**config.mk**
```make
export PLATFORM = sky130hd
export DESIGN_NAME = csra_fifo
export DESIGN_NICKNAME = d
export VERILOG_FILES = /design/src/csra_pkg.sv /design/src/csra_fifo.sv
export SDC_FILE = /design/constraint.sdc
export NUM_CORES = 1
export LEC_CHECK = 0
export BUFFER_PORTS_ARGS = -buffer_cell sky130_fd_sc_hd__buf_2
export CORE_MARGIN = 3
export CORE_UTILIZATION = 30
export DETAILED_ROUTE_END_ITERATION = 16
export PLACE_DENSITY = 0.53
export RECOVER_POWER = 100
export SLEW_MARGIN = 20
export SYNTH_ARGS = -nofsm -noshare
export SYNTH_HDL_FRONTEND = slang
export SYNTH_SLANG_ARGS = --single-unit
```
**constraint.sdc**
```tcl
create_clock -name clk -period 3.9 [get_ports clk]
set_input_delay 0.195 -clock clk [delete_from_list [all_inputs] [get_ports clk]]
set_output_delay 0.195 -clock clk [all_outputs]
set_load 0.01 [all_outputs]
```
**src/csra_pkg.sv**
```systemverilog
// ----------------------------------------------------------------------------
// csra_pkg: shared types and constants of the sparse row accumulator
// Request structs of the input and result channels, the internal operation
// codes and the entry format of the queue between the front and back parts.
// ----------------------------------------------------------------------------
package csra_pkg;

  // Default sizes, handed to the top level as parameter defaults.
  localparam int VectorDepthDef = 4096;
  localparam int RowBitsDef     = 16;

  // Depth of the queue between the front and back parts.
  localparam int QueueDepth = 4;
  localparam int QueueAw    = $clog2(QueueDepth);

  // Function codes of an input request.
  localparam logic [1:0] FUNC_LOAD  = 2'd0;
  localparam logic [1:0] FUNC_MAC   = 2'd1;
  localparam logic [1:0] FUNC_FLUSH = 2'd2;

  // Reset value of the row limit register.
  localparam logic [16:0] NUM_ROWS_RESET = 17'h10000;

  // Saturation limits of the 48-bit row sum.
  localparam logic signed [47:0] SUM_MAX = {1'b0, {47{1'b1}}};
  localparam logic signed [47:0] SUM_MIN = {1'b1, {47{1'b0}}};

  typedef struct packed {
    logic [1:0]         func;
    logic [15:0]        row;
    logic [11:0]        col;
    logic signed [31:0] value;
  } in_item_t;

  typedef struct packed {
    logic [15:0]        out_row;
    logic signed [47:0] sum;
  } out_item_t;

  // Classified operation carried from the front to the back part.
  typedef enum logic [1:0] {
    OP_LOAD,
    OP_MAC,
    OP_FLUSH
  } op_t;

  typedef struct packed {
    op_t                op;
    logic [15:0]        row;
    logic [11:0]        col;
    logic               col_ok;
    logic signed [31:0] value;
  } q_item_t;

endpackage

```
**src/csra_fifo.sv**
```systemverilog
// ----------------------------------------------------------------------------
// csra_fifo: short queue between the front and back parts
// Holds classified requests so that intake and execution stall on their own.
// ----------------------------------------------------------------------------
module csra_fifo import csra_pkg::*; (
  input  logic    clk,
  input  logic    rst_n,
  input  logic    push,
  input  q_item_t push_item,
  output logic    full,
  input  logic    pop,
  output logic    nempty,
  output q_item_t pop_item
);

  q_item_t            store_r [QueueDepth];
  logic [QueueAw-1:0] wptr_r;
  logic [QueueAw-1:0] rptr_r;
  logic [QueueAw:0]   count_r;

  assign full     = (count_r == (QueueAw+1)'(QueueDepth));
  assign nempty   = (count_r != '0);
  assign pop_item = store_r[rptr_r];

  // Entry storage.
  always_ff @(posedge clk) begin
    if (push) begin
      store_r[wptr_r] <= push_item;
    end
  end

  // Pointers and fill count.
  always_ff @(posedge clk) begin
    if (!rst_n) begin
      wptr_r  <= '0;
      rptr_r  <= '0;
      count_r <= '0;
    end else begin
      if (push) begin
        wptr_r <= wptr_r + 1'b1;
      end
      if (pop) begin
        rptr_r <= rptr_r + 1'b1;
      end
      if (push && !pop) begin
        count_r <= count_r + 1'b1;
      end else if (pop && !push) begin
        count_r <= count_r - 1'b1;
      end
    end
  end

endmodule

```
==> flow_results.org <==
** Outcome
- Run status :: complete, but fails checks
- The final reports fail on capacitance limit, slew limit.

** Worst setup path
- Worst Setup End Kind :: output pin
- The worst setup path is launched from a flip-flop.
- Max Fanout on Critical Path :: 36
- The startpoint identified for the worst register-to-register timing path is wptr_r[0].
- WS Path Type :: reg2out
- R2R depth :: 4
- Arrival time of data at the critical path endpoint :: 2.42 ns
- For the worst setup path, the data required time is 3.70 ns.

** Drt
- In this run the remaining antenna-violating nets after routing total 0.
- Before antenna repair, the detailed router went through 4 iterations.
- DR vias/cell :: 4.486
- Final routed DRC violation total :: 0
- Total vias in the final route :: 4504
- In this run, the number of DRC markers left after iteration 0 of detailed routing was 233.
- Final wirelength :: 18610 um
- After detailed routing, the average wire length per cell comes to 18.54 um.

** Pwr
- Power comes to 6.448 mW.
- Switch Pwr :: 1.398 mW
- Share of power burned in combinational logic :: 0.087
- Of the total power, registers draw 0.512.
- Power per standard cell area :: 535.4 nW/um^2
- The share of total power dissipated in the clock network is 0.400.
- Of the total power, the share spent switching nets is 0.2169.
- IR analysis of the VDD net gives a maximum drop of 0.3704 mV.
- The internal power of the cells totals 5.049 mW.
- Pleak :: 3.771 nW

** Layout
- Most frequent standard cell in the layout excluding fill and tap cells :: sky130_fd_sc_hd__edfxtp_1
- In the final layout, the share of cells above drive strength 1 is 0.1895.
- Fillers :: 2856
- Relative to the synthesized area, the layout overhead comes to 25.34%.
- Net count of the finished layout :: 658
- In the layout the commonest cells are sky130_fd_sc_hd__edfxtp_1, sky130_fd_sc_hd__clkbuf_1, sky130_fd_sc_hd__dlygate4sd3_1.

** STA
- In this run the tightest slew margin relative to its limit is -0.2355.
- Final slew viol count :: 224
- Final hold violations :: 0
- Max Clock Freq :: 0.3821 GHz
- Maximum clock skew at final layout :: 0.008460 ns
- Setup total negative slack :: 0 ns
- Setup violations remaining at the end of the flow were counted as 0.
- Minimum setup slack in the final design :: 1.283 ns
- RSZ-0062 raised after global routing :: no
- Post-layout min period :: 2.617 ns
- Dividing the final minimum period by the clock period gives 0.6711.
- Actual transition at the worst max-transition pin :: 1.853 ns

** Clocking
- Worst skew pair latency :: 0.53 ns
- Clock tree root driver cell :: sky130_fd_sc_hd__clkbuf_16
- CTS saw 261 sinks.
- TritonCTS created 28 clock buffers.
- Clock slew at reported path FFs :: 0.06 ns
- No sink is reached through more buffers than the 3 on the longest clock path.
- Number of gates resized after cts :: 0
- Deepest level of the CTS H-tree :: 1
- TritonCTS built the clock tree.

** Global routing
- Via count of the first global-routing pass :: 5079
- Global-route wire length before repair :: 28780 um
- Entering global routing, the biggest net connects 64 pins.
- Global routing finished with a remaining overflow of 0.
- Aggregate global-route resource usage :: 0.1085
- Initial antenna violation count :: 1

** Placement
- Detailed placement finished with a half-perimeter wire length of 10150 um.
- Routability-driven placement finished with a final weighted congestion of 0.6560.
- Setup slack after placement :: 1.660 ns
- During placement, the flow inserted port buffers numbering 131.

** Floorplan
- For this configuration, the core starts out at a cell density of 0.3093.
- I/O pins :: 132
- Die area :: 34210 sq um
- After floorplanning, the core was sized to cover 31070 sq um.
- Y dimension of the die :: 185.0 um
- In this run the core area contains 64 standard-cell rows.
- Die width :: 185.0 um

** Min path
- The worst hold path passes through 3 cells.
- The startpoint identified for the worst hold timing path is pop.
- In this run the worst hold path is classified as in2reg.

** Synthesis
- The share of the Yosys chip area taken by registers is 0.8063.
- After synthesis the netlist holds a flip-flop and latch count of 261.
- Cell count after synthesis :: 372
- Mapped Avg Cell Area :: 25.83 sq um
- Post-synthesis cell type count :: 21
- Nets in the synthesized netlist :: 445
- Summing every instance area after synthesis gives 9609 sq um.
- During synthesis, Yosys emitted a total of 0 warnings.

** Run
- Number of max-cap violations :: 4
## kinds of logic after synthesis
family                     synth area share
and+or+nand+nor                    0.009635
AOI/OAI and AO/OA                  0.001302
muxes                                0.1509
xor gates and xnor gates           0.004558
buffers and inverters               0.01875
DFF                                  0.8062
adders and majority gates          0.008594
## per-layer routing
metal,GRT usage,up-vias,part of all wire
met5,0,-,0
li1,-,2020,-
met4,0.03361,0,0.033
met2,0.1890,116,0.51
met3,0.02023,33,0.045
met1,0.1382,2335,0.42
## state kept, by name, indices dropped and copies added (netlist names), named ones only
register / count
count_r: 3
rptr_r: 2
store_r: 252
wptr_r: 2
## cell usage after synthesis (all sizes together)
cell type | count | share of area
a21boi | 1 | 0.00078
and2 | 9 | 0.0059
buf | 13 | 0.017
clkbuf | 1 | 0.00039
dfxtp | 9 | 0.019
edfxtp | 252 | 0.79
fa | 1 | 0.0021
ha | 5 | 0.0065
inv | 4 | 0.0016
mux2i | 2 | 0.0021
mux4 | 63 | 0.15
nand2 | 1 | 0.00039
nor2b | 2 | 0.0013
nor3b | 1 | 0.00078
o21ai | 1 | 0.00052
or3 | 2 | 0.0013
xnor2 | 2 | 0.0018
xor2 | 3 | 0.0027
## final timing paths
kind,to,slack (ns)
hold reg to reg,count_r[2],0.54
hold / removal,flip-flop,0.04
setup / recovery,pop_item[59],1.28
setup reg to reg,store_r[0][11],1.30
## area by class of cell
type                    instances  area (sq um)  share of cell area
well taps                     396         495.5             0.04114
repair buffers                197          1179             0.09786
flip-flops and latches        261          7755              0.6439
clock inverters                18         167.7             0.01392
inverters                       4         15.01            0.001247
clock buffers                  34         744.5             0.06181
diodes                          1         2.502           0.0002078
multi-input cells              93          1685              0.1399
## power by group through the flow
stage	combinational [mW]	sequential [mW]	clock [mW]
after floorplan	0.380	3.31	0
after global placement	0.548	3.36	0
after detailed placement	0.558	3.37	0
after CTS	0.613	3.31	2.68
after global routing	0.618	3.32	2.79
final	0.562	3.30	2.58
## critical path, stage by stage (launching register included)
cell                       delay (ns)
sky130_fd_sc_hd__dfxtp_4         0.81
sky130_fd_sc_hd__buf_12          0.33
sky130_fd_sc_hd__mux4_1          0.59
sky130_fd_sc_hd__clkbuf_1        0.15
## repair_timing
item | 4_1_cts | 5_1_grt
setup buffers | 0 | 0
hold buffers | 64 | 0
hold endpoints to repair | 261 | 0
## through the flow
| step | hold WS, ns | std cells | cell area [sq um] | utilization |
|---|---|---|---|---|
| CTS | 0.001828 | 1002 | 12190 | 0.3922 |
| floorplan | 0.2939 | 372 | 9609 | - |
| global route | 0.04978 | 1004 | 12040 | 0.3876 |
| finish | 0.03692 | 1004 | 12040 | 0.3876 |
| global placement | 0.4026 | 886 | 10630 | 0.3422 |
| detailed placement | 0.4117 | 886 | 10630 | 0.3422 |
Power figures use the tool's default switching activity.
